### config.mk
export PLATFORM = sky130hd
export DESIGN_NAME = multi_point_gene_crossover_core_flat
export DESIGN_NICKNAME = d
export VERILOG_FILES = /design/src/rtl/mpgc_pkg.sv /design/src/rtl/mpgc_in_if.sv /design/src/rtl/mpgc_out_if.sv /design/src/rtl/mpgc_ctrl.sv /design/src/rtl/mpgc_dp.sv /design/src/rtl/multi_point_gene_crossover_core.sv /design/src/flat_wrapper.sv
export SDC_FILE = /design/constraint.sdc
export NUM_CORES = 1
export LEC_CHECK = 0
export BUFFER_PORTS_ARGS = -buffer_cell sky130_fd_sc_hd__buf_2
export CAP_MARGIN = 20
export CORE_MARGIN = 10
export CORE_UTILIZATION = 44
export CTS_CLUSTER_DIAMETER = 150
export DETAILED_ROUTE_END_ITERATION = 8
export HOLD_SLACK_MARGIN = 0.05
export PLACE_DENSITY_LB_ADDON = 0.25
export SLEW_MARGIN = 5
export SYNTH_ARGS = -nofsm -noshare
export SYNTH_HDL_FRONTEND = slang
export SYNTH_SLANG_ARGS = --single-unit
### constraint.sdc
create_clock -name i_clk -period 8.6 [get_ports i_clk]
set_clock_uncertainty 0.05 [all_clocks]
set_input_delay 0.43 -clock i_clk [delete_from_list [all_inputs] [get_ports i_clk]]
set_output_delay 0.43 -clock i_clk [all_outputs]
set_load 0.05 [all_outputs]
### src/rtl/mpgc_pkg.sv
// ----------------------------------------------------------------------------
// mpgc_pkg
// Types and constants shared by the multi-point gene crossover block.
// ----------------------------------------------------------------------------
`default_nettype none

package mpgc_pkg;

    localparam int RAND_W    = 16;
    localparam int GENE_W    = 64;
    localparam int LEN_W     = 11;
    localparam int PTS_W     = 10;
    localparam int DIV_CNT_W = 4;

    // Longest genome the block builds, and the live bits of a gene word
    localparam int MAX_GENES = 1024;
    localparam int GENE_BITS = 64;

    localparam logic [GENE_W-1:0] GENE_MASK = {GENE_W{1'b1}} >> (GENE_W - GENE_BITS);

    localparam logic [RAND_W-1:0] PROB_RESET = 16'd32768;
    localparam logic [LEN_W-1:0]  LEN_RESET  = 11'd16;
    localparam logic [RAND_W-1:0] HALF_Q16   = 16'd32768;
    localparam logic [LEN_W-1:0]  MIN_LEN    = 11'd2;
    localparam logic [LEN_W-1:0]  MAX_LEN    = LEN_W'(MAX_GENES);
    localparam logic [LEN_W-1:0]  MIN_SEG    = 11'd2;

    // Configuration register indexes
    localparam logic CFG_PROB = 1'b0;
    localparam logic CFG_LEN  = 1'b1;

    // Input word commands
    localparam logic CMD_START = 1'b0;
    localparam logic CMD_GENE  = 1'b1;

    typedef struct packed {
        logic load_start;
        logic div_step;
        logic gene_take;
    } t_cmd;

    typedef struct packed {
        logic out_full;
    } t_status;

endpackage

`default_nettype wire

### src/rtl/mpgc_in_if.sv
// ----------------------------------------------------------------------------
// mpgc_in_if
// Input channel: start words and gene pair words.
// ----------------------------------------------------------------------------
`default_nettype none

interface mpgc_in_if;
    logic                          valid;
    logic                          ready;
    logic                          cmd;
    logic [mpgc_pkg::GENE_W-1:0]   gene_a;
    logic [mpgc_pkg::GENE_W-1:0]   gene_b;
    logic [mpgc_pkg::RAND_W-1:0]   rand_a;
    logic [mpgc_pkg::RAND_W-1:0]   rand_b;
    logic [mpgc_pkg::RAND_W-1:0]   rand_c;

    modport source (output valid, cmd, gene_a, gene_b, rand_a, rand_b, rand_c,
                    input ready);
    modport sink   (input valid, cmd, gene_a, gene_b, rand_a, rand_b, rand_c,
                    output ready);
endinterface

`default_nettype wire

### src/rtl/mpgc_out_if.sv
// ----------------------------------------------------------------------------
// mpgc_out_if
// Output channel: one child gene word per gene pair of an active child.
// ----------------------------------------------------------------------------
`default_nettype none

interface mpgc_out_if;
    logic                        valid;
    logic                        ready;
    logic [mpgc_pkg::GENE_W-1:0] child_gene;
    logic                        from_parent_two;
    logic                        last_gene;

    modport source (output valid, child_gene, from_parent_two, last_gene,
                    input ready);
    modport sink   (input valid, child_gene, from_parent_two, last_gene,
                    output ready);
endinterface

`default_nettype wire

### src/rtl/mpgc_ctrl.sv
// ----------------------------------------------------------------------------
// mpgc_ctrl
// Controller: input handshake and sequencing of the point interval divide.
// ----------------------------------------------------------------------------
`default_nettype none

module mpgc_ctrl (
    input  wire               i_clk,
    input  wire               i_rst_n,
    input  wire               i_in_valid,
    input  wire               i_in_cmd,
    input  wire               i_out_ready,
    input  mpgc_pkg::t_status i_status,
    output logic              o_in_ready,
    output mpgc_pkg::t_cmd    o_cmd
);

    localparam logic ST_IDLE = 1'b0;
    localparam logic ST_DIV  = 1'b1;
    localparam logic [mpgc_pkg::DIV_CNT_W-1:0] DIV_LAST =
        mpgc_pkg::DIV_CNT_W'(mpgc_pkg::LEN_W - 1);

    logic                              r_state, n_state;
    logic [mpgc_pkg::DIV_CNT_W-1:0]    r_cnt, n_cnt;
    logic                              accept;

    // Take a word only in idle and when the result register has room for it
    assign o_in_ready = (r_state == ST_IDLE) && (!i_status.out_full || i_out_ready);
    assign accept     = i_in_valid && o_in_ready;

    always_comb begin
        n_state          = r_state;
        n_cnt            = r_cnt;
        o_cmd.load_start = 1'b0;
        o_cmd.div_step   = 1'b0;
        o_cmd.gene_take  = 1'b0;
        unique case (r_state)
            ST_IDLE: begin
                if (accept && i_in_cmd == mpgc_pkg::CMD_START) begin
                    o_cmd.load_start = 1'b1;
                    n_state          = ST_DIV;
                    n_cnt            = '0;
                end else if (accept) begin
                    o_cmd.gene_take = 1'b1;
                end
            end
            ST_DIV: begin
                o_cmd.div_step = 1'b1;
                n_cnt          = r_cnt + 1'b1;
                if (r_cnt == DIV_LAST) begin
                    n_state = ST_IDLE;
                end
            end
            default: begin
                n_state = ST_IDLE;
            end
        endcase
    end

    always_ff @(posedge i_clk) begin
        if (!i_rst_n) begin
            r_state <= ST_IDLE;
            r_cnt   <= '0;
        end else begin
            r_state <= n_state;
            r_cnt   <= n_cnt;
        end
    end

endmodule

`default_nettype wire

### src/rtl/mpgc_dp.sv
// ----------------------------------------------------------------------------
// mpgc_dp
// Datapath: configuration, child state, interval divider, gene selection and
// the result register.
// ----------------------------------------------------------------------------
`default_nettype none

module mpgc_dp (
    input  wire                             i_clk,
    input  wire                             i_rst_n,
    input  wire                             i_cfg_wr_en,
    input  wire                             i_cfg_addr,
    input  wire  [mpgc_pkg::RAND_W-1:0]     i_cfg_wdata,
    input  mpgc_pkg::t_cmd                  i_cmd,
    input  wire  [mpgc_pkg::GENE_W-1:0]     i_gene_a,
    input  wire  [mpgc_pkg::GENE_W-1:0]     i_gene_b,
    input  wire  [mpgc_pkg::RAND_W-1:0]     i_rand_a,
    input  wire  [mpgc_pkg::RAND_W-1:0]     i_rand_b,
    input  wire  [mpgc_pkg::RAND_W-1:0]     i_rand_c,
    input  wire                             i_out_ready,
    output mpgc_pkg::t_status               o_status,
    output logic                            o_out_valid,
    output logic [mpgc_pkg::GENE_W-1:0]     o_child_gene,
    output logic                            o_from_parent_two,
    output logic                            o_last_gene
);

    localparam int LW = mpgc_pkg::LEN_W;
    localparam int PW = mpgc_pkg::PTS_W;
    localparam int RW = mpgc_pkg::RAND_W;

    // Configuration
    logic [RW-1:0]  r_prob;
    logic [LW-1:0]  r_len_cfg;

    // Child state
    logic           r_active;
    logic           r_copy_only;
    logic           r_use_one;
    logic [PW-1:0]  r_pts;
    logic [PW-1:0]  r_pts_done;
    logic [LW-1:0]  r_seg_left;
    logic [LW-1:0]  r_gene_idx;
    logic [LW-1:0]  r_child_len;

    // Divider: quotient register ends as the maximum interval
    logic [LW-1:0]  r_quo;
    logic [LW-1:0]  r_rem;

    // Result register
    logic                         r_out_valid;
    logic [mpgc_pkg::GENE_W-1:0]  r_child_gene;
    logic                         r_from_two;
    logic                         r_last;

    // Start word arithmetic
    logic [LW-1:0]     len_clamp;
    logic [RW+LW-1:0]  pts_prod;
    logic [LW-1:0]     pts_raw;
    logic [LW-1:0]     len_half;
    logic [PW-1:0]     pts_sel;

    // Divide step
    logic [LW:0]       trial;
    logic [LW:0]       diff;

    // Gene word arithmetic
    logic [RW+LW-1:0]  seg_prod;
    logic [LW-1:0]     seg_w;
    logic              seg_open;
    logic [LW-1:0]     seg_eff;
    logic [LW-1:0]     seg_next;
    logic              take_one;
    logic [LW-1:0]     idx_next;
    logic              is_last;

    always_comb begin
        len_clamp = r_len_cfg;
        if (r_len_cfg < mpgc_pkg::MIN_LEN) begin
            len_clamp = mpgc_pkg::MIN_LEN;
        end else if (r_len_cfg > mpgc_pkg::MAX_LEN) begin
            len_clamp = mpgc_pkg::MAX_LEN;
        end
        pts_prod = i_rand_b * len_clamp;
        pts_raw  = pts_prod[RW+LW-1:RW];
        len_half = len_clamp >> 1;
        if (pts_raw == '0) begin
            pts_sel = PW'(1);
        end else if (pts_raw > len_half) begin
            pts_sel = len_half[PW-1:0];
        end else begin
            pts_sel = pts_raw[PW-1:0];
        end
    end

    // Restoring divide: shift one dividend bit in per step
    assign trial = {r_rem, r_quo[LW-1]};
    assign diff  = trial - {2'b00, r_pts};

    always_comb begin
        seg_prod = i_rand_a * r_quo;
        seg_w    = seg_prod[RW+LW-1:RW];
        if (seg_w <= LW'(1)) begin
            seg_w = mpgc_pkg::MIN_SEG;
        end
        seg_open = !r_copy_only && (r_seg_left == '0) && (r_pts_done < r_pts);
        seg_eff  = seg_open ? seg_w : r_seg_left;
        seg_next = seg_eff - 1'b1;
        take_one = r_copy_only || r_use_one;
        idx_next = r_gene_idx + 1'b1;
        is_last  = idx_next >= r_child_len;
    end

    always_ff @(posedge i_clk) begin
        if (!i_rst_n) begin
            r_prob       <= mpgc_pkg::PROB_RESET;
            r_len_cfg    <= mpgc_pkg::LEN_RESET;
            r_active     <= 1'b0;
            r_copy_only  <= 1'b0;
            r_use_one    <= 1'b0;
            r_pts        <= '0;
            r_pts_done   <= '0;
            r_seg_left   <= '0;
            r_gene_idx   <= '0;
            r_child_len  <= '0;
            r_quo        <= '0;
            r_rem        <= '0;
            r_out_valid  <= 1'b0;
        end else begin
            if (i_cfg_wr_en) begin
                unique case (i_cfg_addr)
                    mpgc_pkg::CFG_PROB: r_prob    <= i_cfg_wdata;
                    mpgc_pkg::CFG_LEN:  r_len_cfg <= i_cfg_wdata[LW-1:0];
                    default: ;
                endcase
            end

            if (i_out_ready) begin
                r_out_valid <= 1'b0;
            end

            if (i_cmd.load_start) begin
                r_child_len <= len_clamp;
                r_copy_only <= i_rand_a > r_prob;
                r_use_one   <= i_rand_c > mpgc_pkg::HALF_Q16;
                r_pts       <= pts_sel;
                r_pts_done  <= '0;
                r_seg_left  <= '0;
                r_gene_idx  <= '0;
                r_active    <= 1'b1;
                r_quo       <= len_clamp;
                r_rem       <= '0;
            end

            if (i_cmd.div_step) begin
                if (!diff[LW]) begin
                    r_rem <= diff[LW-1:0];
                    r_quo <= {r_quo[LW-2:0], 1'b1};
                end else begin
                    r_rem <= trial[LW-1:0];
                    r_quo <= {r_quo[LW-2:0], 1'b0};
                end
            end

            if (i_cmd.gene_take && r_active) begin
                if (seg_open) begin
                    r_pts_done <= r_pts_done + 1'b1;
                end
                if (!r_copy_only && seg_eff != '0) begin
                    r_seg_left <= seg_next;
                    if (seg_next == '0) begin
                        r_use_one <= !r_use_one;
                    end
                end
                r_gene_idx  <= idx_next;
                if (is_last) begin
                    r_active <= 1'b0;
                end
                r_out_valid <= 1'b1;
            end
        end
    end

    always_ff @(posedge i_clk) begin
        if (i_cmd.gene_take && r_active) begin
            r_child_gene <= (take_one ? i_gene_a : i_gene_b) & mpgc_pkg::GENE_MASK;
            r_from_two   <= !take_one;
            r_last       <= is_last;
        end
    end

    assign o_status.out_full = r_out_valid;
    assign o_out_valid       = r_out_valid;
    assign o_child_gene      = r_child_gene;
    assign o_from_parent_two = r_from_two;
    assign o_last_gene       = r_last;

endmodule

`default_nettype wire

### src/rtl/multi_point_gene_crossover_core.sv
// Start word: accepted, then an interval divide (one quotient bit a cycle)
// before the next word is taken. Gene word: one per cycle while the result
// register has room; its result word appears in the cycle after accept.
// A gene word with no active child is taken and gives no result.
// Reset (synchronous, active low): registers to defaults, no child active.
// ----------------------------------------------------------------------------
// multi_point_gene_crossover_core
// Builds one child chromosome from two streamed parents by multi-point
// crossover with alternating segments of random width, or by copying parent one.
// ----------------------------------------------------------------------------
`default_nettype none

module multi_point_gene_crossover_core (
    input  wire                            i_clk,
    input  wire                            i_rst_n,
    input  wire                            i_cfg_wr_en,
    input  wire                            i_cfg_addr,
    input  wire  [mpgc_pkg::RAND_W-1:0]    i_cfg_wdata,
    mpgc_in_if.sink                        i_in_ch,
    mpgc_out_if.source                     o_out_ch
);

    mpgc_pkg::t_cmd    cmd;
    mpgc_pkg::t_status status;

    mpgc_ctrl u_ctrl (
        .i_clk       (i_clk),
        .i_rst_n     (i_rst_n),
        .i_in_valid  (i_in_ch.valid),
        .i_in_cmd    (i_in_ch.cmd),
        .i_out_ready (o_out_ch.ready),
        .i_status    (status),
        .o_in_ready  (i_in_ch.ready),
        .o_cmd       (cmd)
    );

    mpgc_dp u_dp (
        .i_clk             (i_clk),
        .i_rst_n           (i_rst_n),
        .i_cfg_wr_en       (i_cfg_wr_en),
        .i_cfg_addr        (i_cfg_addr),
        .i_cfg_wdata       (i_cfg_wdata),
        .i_cmd             (cmd),
        .i_gene_a          (i_in_ch.gene_a),
        .i_gene_b          (i_in_ch.gene_b),
        .i_rand_a          (i_in_ch.rand_a),
        .i_rand_b          (i_in_ch.rand_b),
        .i_rand_c          (i_in_ch.rand_c),
        .i_out_ready       (o_out_ch.ready),
        .o_status          (status),
        .o_out_valid       (o_out_ch.valid),
        .o_child_gene      (o_out_ch.child_gene),
        .o_from_parent_two (o_out_ch.from_parent_two),
        .o_last_gene       (o_out_ch.last_gene)
    );

endmodule

`default_nettype wire

### src/flat_wrapper.sv
// flat-port wrapper written by rule: the top's interface ports become plain ports
module multi_point_gene_crossover_core_flat 
  (i_clk, i_rst_n, i_cfg_wr_en, i_cfg_addr, i_cfg_wdata, i_in_ch_valid, i_in_ch_cmd, i_in_ch_gene_a, i_in_ch_gene_b, i_in_ch_rand_a, i_in_ch_rand_b, i_in_ch_rand_c, i_in_ch_ready, o_out_ch_valid, o_out_ch_child_gene, o_out_ch_from_parent_two, o_out_ch_last_gene, o_out_ch_ready);
  mpgc_in_if i_in_ch_i ();
  mpgc_out_if o_out_ch_i ();
  input  wire i_clk;
  input  wire i_rst_n;
  input  wire i_cfg_wr_en;
  input  wire i_cfg_addr;
  input  wire  [mpgc_pkg::RAND_W-1:0] i_cfg_wdata;
  input wire logic [$bits(i_in_ch_i.valid)-1:0] i_in_ch_valid;
  input wire logic [$bits(i_in_ch_i.cmd)-1:0] i_in_ch_cmd;
  input wire logic [$bits(i_in_ch_i.gene_a)-1:0] i_in_ch_gene_a;
  input wire logic [$bits(i_in_ch_i.gene_b)-1:0] i_in_ch_gene_b;
  input wire logic [$bits(i_in_ch_i.rand_a)-1:0] i_in_ch_rand_a;
  input wire logic [$bits(i_in_ch_i.rand_b)-1:0] i_in_ch_rand_b;
  input wire logic [$bits(i_in_ch_i.rand_c)-1:0] i_in_ch_rand_c;
  output wire logic [$bits(i_in_ch_i.ready)-1:0] i_in_ch_ready;
  output wire logic [$bits(o_out_ch_i.valid)-1:0] o_out_ch_valid;
  output wire logic [$bits(o_out_ch_i.child_gene)-1:0] o_out_ch_child_gene;
  output wire logic [$bits(o_out_ch_i.from_parent_two)-1:0] o_out_ch_from_parent_two;
  output wire logic [$bits(o_out_ch_i.last_gene)-1:0] o_out_ch_last_gene;
  input wire logic [$bits(o_out_ch_i.ready)-1:0] o_out_ch_ready;
  assign i_in_ch_i.valid = i_in_ch_valid;
  assign i_in_ch_i.cmd = i_in_ch_cmd;
  assign i_in_ch_i.gene_a = i_in_ch_gene_a;
  assign i_in_ch_i.gene_b = i_in_ch_gene_b;
  assign i_in_ch_i.rand_a = i_in_ch_rand_a;
  assign i_in_ch_i.rand_b = i_in_ch_rand_b;
  assign i_in_ch_i.rand_c = i_in_ch_rand_c;
  assign i_in_ch_ready = i_in_ch_i.ready;
  assign o_out_ch_valid = o_out_ch_i.valid;
  assign o_out_ch_child_gene = o_out_ch_i.child_gene;
  assign o_out_ch_from_parent_two = o_out_ch_i.from_parent_two;
  assign o_out_ch_last_gene = o_out_ch_i.last_gene;
  assign o_out_ch_i.ready = o_out_ch_ready;
  multi_point_gene_crossover_core u_core (.i_clk(i_clk), .i_rst_n(i_rst_n), .i_cfg_wr_en(i_cfg_wr_en), .i_cfg_addr(i_cfg_addr), .i_cfg_wdata(i_cfg_wdata), .i_in_ch(i_in_ch_i), .o_out_ch(o_out_ch_i));
endmodule
# Yosys cells after proc, flatten, opt, wreduce, memory -nomap -nowiden
# Cells that the tools add are included.
[totals] register_bits=177 input_bits=199 out_inout_bits=68 elab_cells=99
[classes] addsub=5 n_mul=2 order_cmp=8 n_eq_ne=2 muxes=39 bitwise=3 reduce_logical=22
[op_table] operator="11-bit two-way mux" n=13
[op_table] operator="64-bit two-way mux" n=1
[op_table] operator="16-bit by 11-bit multiplier with 27-bit output" n=2
[op_table] operator="10-bit two-way mux" n=5
[op_table] operator="11-bit logical NOT" n=3
[op_table] operator="1-bit two-way mux" n=17
[op_table] operator="16-bit > comparator" n=1
[op_table] operator="16-bit > comparator, second input constant" n=1
[op_table] operator="12-bit by 10-bit subtractor with 12-bit output" n=1
[op_table] operator="11-bit by 1-bit adder with 11-bit output, second input constant" n=1
[op_table] operator="11-bit >= comparator" n=1
[op_table] operator="11-bit by 10-bit > comparator with 1-bit output" n=1
[op_table] operator="11-bit > comparator, second input constant" n=1
[op_table] operator="11-bit by 1-bit <= comparator with 1-bit output, second input constant" n=1
[op_table] operator="11-bit by 2-bit < comparator with 1-bit output, second input constant" n=1
[op_table] operator="11-bit nonzero test" n=1
[op_table] operator="11-bit by 1-bit subtractor with 11-bit output, second input constant" n=1
[op_table] operator="10-bit by 1-bit adder with 10-bit output, second input constant" n=1
[op_table] operator="10-bit < comparator" n=1
[op_table] operator="4-bit one-hot mux with 2 select lines" n=1
[op_table] operator="1-bit logical AND" n=7
[op_table] operator="2-bit nonzero test" n=3
[op_table] operator="4-bit by 1-bit adder with 4-bit output, second input constant" n=1
[op_table] operator="4-bit == test, second input constant" n=1
[op_table] operator="7 further kinds" n=14

# Longest topological paths before layout
[depth] word_depth=11 mapped_depth=39 ltp_nobuf=37

# Modules after synthesis
# Synthesis repeated with hierarchy kept, for this count alone.
[unflattened] cells_unflattened=2294 area_unflattened_um2=20512.2
[by_module_without_submodules] module="mpgc_dp" n_inst=1 cells_each=2261 area_each_um2=20181.9
[by_module_without_submodules] module="mpgc_ctrl" n_inst=1 cells_each=33 area_each_um2=330.3

# Worst setup path after synthesis
# No wires, ideal clock.
[synth_path] path_type="reg2reg" from="reg u_core.u_dp.r_len_cfg[4]" to="reg u_core.u_dp.r_pts[2]" t_arrival_ns=8.313 required_time_ns=8.433 path_slack_ns=0.121 path_stages_with_launch=40 n_path_buf=3 cell_sequence="dfxtp_1 > nor4_1 > nand3_1 > nor3_1 > a21oi_1 > nor2b_1 > clkbuf_1 > clkbuf_1 > nand2_1 > fa_1 > fa_1 > inv_1 > fa_1 > inv_1 > fa_1 > inv_1 > fa_1 > ha_1 > [... 4 more ...] > a21o_1 > a21oi_1 > o21bai_1 > xor2_1 > ha_1 > nor2b_1 > o21a_1 > o21ai_0 > nand2b_1 > a21oi_1 > nor2b_1 > o21ai_0 > a21oi_1 > nor3_1 > o32a_1 > clkbuf_1 > mux2_2 > a22o_1"
[synth_via] elab_chain_cells=7 word_cells_on_any_way=9
[synth_lines] element="start, declared" line="mpgc_dp.sv:34" text="logic [LW-1:0] r_len_cfg;"
[synth_lines] element="start signal, assigned" line="mpgc_dp.sv:117" text="r_len_cfg <= mpgc_pkg::LEN_RESET;"
[synth_lines] element="start signal, assigned" line="mpgc_dp.sv:133" text="mpgc_pkg::CFG_LEN: r_len_cfg <= i_cfg_wdata[LW-1:0];"
[synth_lines] element="11-bit > comparator" line="mpgc_dp.sv:81" text="end else if (r_len_cfg > mpgc_pkg::MAX_LEN) begin"
[synth_lines] element="11-bit two-way mux" line="mpgc_dp.sv:81"
[synth_lines] element="11-bit two-way mux (*)" line="mpgc_dp.sv:79" text="if (r_len_cfg < mpgc_pkg::MIN_LEN) begin"
[synth_lines] element="16-bit by 11-bit multiplier with 27-bit output" line="mpgc_dp.sv:84" text="pts_prod = i_rand_b * len_clamp;"
[synth_lines] element="11-bit by 10-bit > comparator with 1-bit output" line="mpgc_dp.sv:89" text="end else if (pts_raw > len_half) begin"
[synth_lines] element="10-bit two-way mux" line="mpgc_dp.sv:89"
[synth_lines] element="10-bit two-way mux (*)" line="mpgc_dp.sv:87" text="if (pts_raw == '0) begin"
[synth_lines] element="end signal, assigned" line="mpgc_dp.sv:146" text="r_pts <= pts_sel;"
[synth_lines] element="end, declared" line="mpgc_dp.sv:40" text="logic [PW-1:0] r_pts;"
# Every way passes the cells marked *; elsewhere a longest branch is shown, timed or not.
# A chain may end at the register's enable or synchronous reset.

# Final worst setup path
[layout_path] from="reg u_core.u_dp.r_len_cfg[5]" to="reg u_core.u_dp.r_pts[4]"
# Same word-level chain as after synthesis.

==> flow_metrics.tcl <==
set metrics [dict create \
    status "finished clean" \
    gr-total-overflow 0 \
    viasPerCell 5.38 \
    gp_congestion 0.908 \
    syn-num-nets 2931 \
    finalHoldViolations 0 \
    drc 0 \
    crit_slowest_cell "fa_1" \
    postRouteAntennaNets 0 \
    synth_most_common_cell "nand2_1" \
    path_clk_slew_ns 0.07 \
    diodes 0 \
    irDropWorstVdd_v 0.000124 \
    die_area_sq_um 55300 \
    wl_microns 57900 \
    grt_pass1_wl_microns 93800 \
    critPathMaxFanout 5 \
    cpPeakStageDelay_ns 0.56 \
    maxCapViolCount 0 \
    hold_slack_ns 0.190 \
    synth_area_per_cell_sq_um 8.87 \
    cp-start-kind "register" \
    ctsHtreeMaxLevel 4 \
    area_delta_synth_final_pct 13.3 \
    yosysTopAreaCellShare_pct 24.5 \
    instances_no_fill 3119 \
    multiInputGateArea_sq_um 14600 \
    arrival_ns 8.59 \
    hold_class "in -> reg" \
    initial_core_util_pct 44.7 \
    fmaxAchievable_ghz 0.120 \
    post_synth_instance_area_sq_um 20400 \
    die_h_microns 235 \
    ys_async_sr_fraction_pct 0 \
    first_iter_violations 1018 \
    power.density_nw_per_um2 144 \
    drive_gt1_share_pct 18.0 \
    ys_seq_elements 177 \
    dp.cells 3078 \
    port_buffers 266 \
    ios 267 \
    vias 16800 \
    seq_area_frac_synth_pct 20.6 \
    grt_util_all_layers_pct 20.6 \
    worstSetupPathType "reg -> reg" \
    synthTopCellsByArea "fa_1 24%, ha_1 11%, dfxtp_1 11%, edfxtp_1 9.7%, nand2_1 6.8%" \
    total_leakage_power_uw 0.0109 \
    fin_util_pct 50.6 \
    worst_setup_path_end_kind "register" \
    clock_path_buffers 2 \
    setup_viol 0 \
    layout_min_cycle_time_ns 8.31 \
    die_x_microns 235 \
    final.period_utilization_pct 96.6 \
    register_area_sq_um 4210 \
    clk_latency_ns 0.45 \
    netlist_instances 2297 \
    synthTopCellsByCount "370 x nand2_1, 326 x inv_1, 249 x fa_1" \
    cts.sink_count 177 \
    slew_violations 0 \
    cts_buffers 17 \
    synth_top_cell_by_area "fa_1" \
    grt_max_degree 90 \
    synth_top_flop_cell "dfxtp_1" \
    yosys_warnings 0 \
    first_global_vias 17700 \
    tightest_slew_ns 1.05 \
    wl_per_cell_microns 18.6 \
    core_area_sq_um 45600 \
    cp_data_required_time_ns 8.88 \
    place_hpwl_microns 47000 \
    clock-root-buffer "clkbuf_16" \
    nNetsFinal 3140 \
    row_count 78 \
    slew_headroom_pct 29.9 \
    antenna_found_initial 2 \
    finalPower_uw 3320 \
    first_pass_iters 5 \
    synth_edf_count 66 \
    cts_tree "built" \
    ys_types 73 \
    fillCellCount 4240 \
]
[layout by cell type (no fill, tap or decap), types with 5 or more instances in the layout]
cell type,count
nand3b_1,5
xnor2_1,17
nor2_1,93
xor2_1,16
nand2_1,370
a22o_1,8
a211o_1,5
a21o_1,40
a22oi_1,22
o21ai_0,49
inv_1,325
nor4_1,7
edfxtp_1,66
a31oi_1,18
buf_2,267
and2_1,132
a221oi_1,6
a211oi_1,7
and3_1,27
buf_4,42
nor2b_1,16
a311oi_1,5
mux2_2,72
nor3_1,22
inv_8,6
nand2b_1,13
mux2i_1,8
dfxtp_1,105
ha_1,186
a21boi_0,7
a21oi_1,109
fa_1,248
dfxtp_2,5
nand4_1,23
clkbuf_16,17
o21ai_1,6
nand3_1,36
o211ai_1,17
[cells by family after synthesis]
group | Yosys count | share of synthesized area, %
AND/OR/NAND/NOR | 775 | 18.1
multiplexers | 80 | 4.37
AO/OA/AOI/OAI | 346 | 11.3
XOR/XNOR | 33 | 1.42
flip-flops | 177 | 20.6
buffers and inverters | 451 | 8.34
adder cells (fa/ha/maj) | 435 | 35.9
[what timing repair did]
action,CTS,global route
resized for setup,1,30
buffers inserted,0,7
hold buffers,0,0
pin swaps,0,6
endpoints found under the hold margin,0,0
endpoints found under the setup margin,7,18
gates cloned,0,1
[critical path, delay by kind of cell, from the launching register on]
family	cells	cell delay, ns
AND/OR/NAND/NOR	9	1.52
flip-flops	1	0.36
XOR/XNOR	1	0.22
multiplexers	1	0.34
buffers and inverters	2	0.11
adder cells (fa/ha/maj)	7	3.15
AO/OA/AOI/OAI	15	2.45
[metrics by stage]
step / worst slack, ns / setup TNS (ns) / cell area [sq um]
CTS: 0.106 / 0 / 22900
global placement: 0.0913 / 0 / 22300
floorplan: 0.121 / 0 / 20400
finish: 0.292 / 0 / 23100
global route: -0.0566 / -0.295 / 23100
detailed placement: -0.0314 / -0.170 / 22300
[registers in the layout, indices dropped and copies added, names as in the netlist, 10 cells and up]
name	cells
u_core.u_dp.o_child_gene	64
u_core.u_dp.r_prob	16
u_core.u_dp.r_child_len	11
u_core.u_dp.r_gene_idx	11
u_core.u_dp.r_len_cfg	11
u_core.u_dp.r_quo	11
u_core.u_dp.r_rem	11
u_core.u_dp.r_seg_left	11
u_core.u_dp.r_pts	10
u_core.u_dp.r_pts_done	10
[power by group]
group | switching [uW] | total, uW | internal [uW] | leakage (uW)
combinational | 940 | 1600 | 658 | 0.00917
sequential | 39.9 | 954 | 914 | 0.00150
clock | 383 | 772 | 389 | 0.000281
[worst paths after layout]
check                             startpoint  cells past startpoint                         end  slack, ns
setup / recovery    u_core.u_dp.r_len_cfg[5]                     35        u_core.u_dp.r_pts[4]       0.29
hold / removal                i_cfg_wdata[2]                      3       u_core.u_dp.r_prob[2]       0.19
setup reg to reg    u_core.u_dp.r_len_cfg[5]                     35        u_core.u_dp.r_pts[4]       0.29
hold reg to reg   u_core.u_dp.r_child_len[4]                      2  u_core.u_dp.r_child_len[4]       0.41
[layer usage]
| layer | vias to the layer above | global-route usage [%] | wire length (microns) |
|---|---|---|---|
| li1 | 7959 | - | - |
| met4 | 4 | 5.98 | 1330 |
| met3 | 89 | 2.66 | 2670 |
| met5 | - | 0 | 21 |
| met2 | 460 | 36.8 | 29600 |
| met1 | 8280 | 25.4 | 24200 |
[layout make-up]
type / instances / share of cell area, %
Tap cell: 600 / 3.25
Sequential cell: 177 / 18.3
Clock inverter: 15 / 0.672
Clock buffer: 17 / 1.84
Timing Repair Buffer: 313 / 7.39
Inverter: 327 / 5.32
Multi-Input combinational cell: 1670 / 63.3
Power figures use the tool's default switching activity.
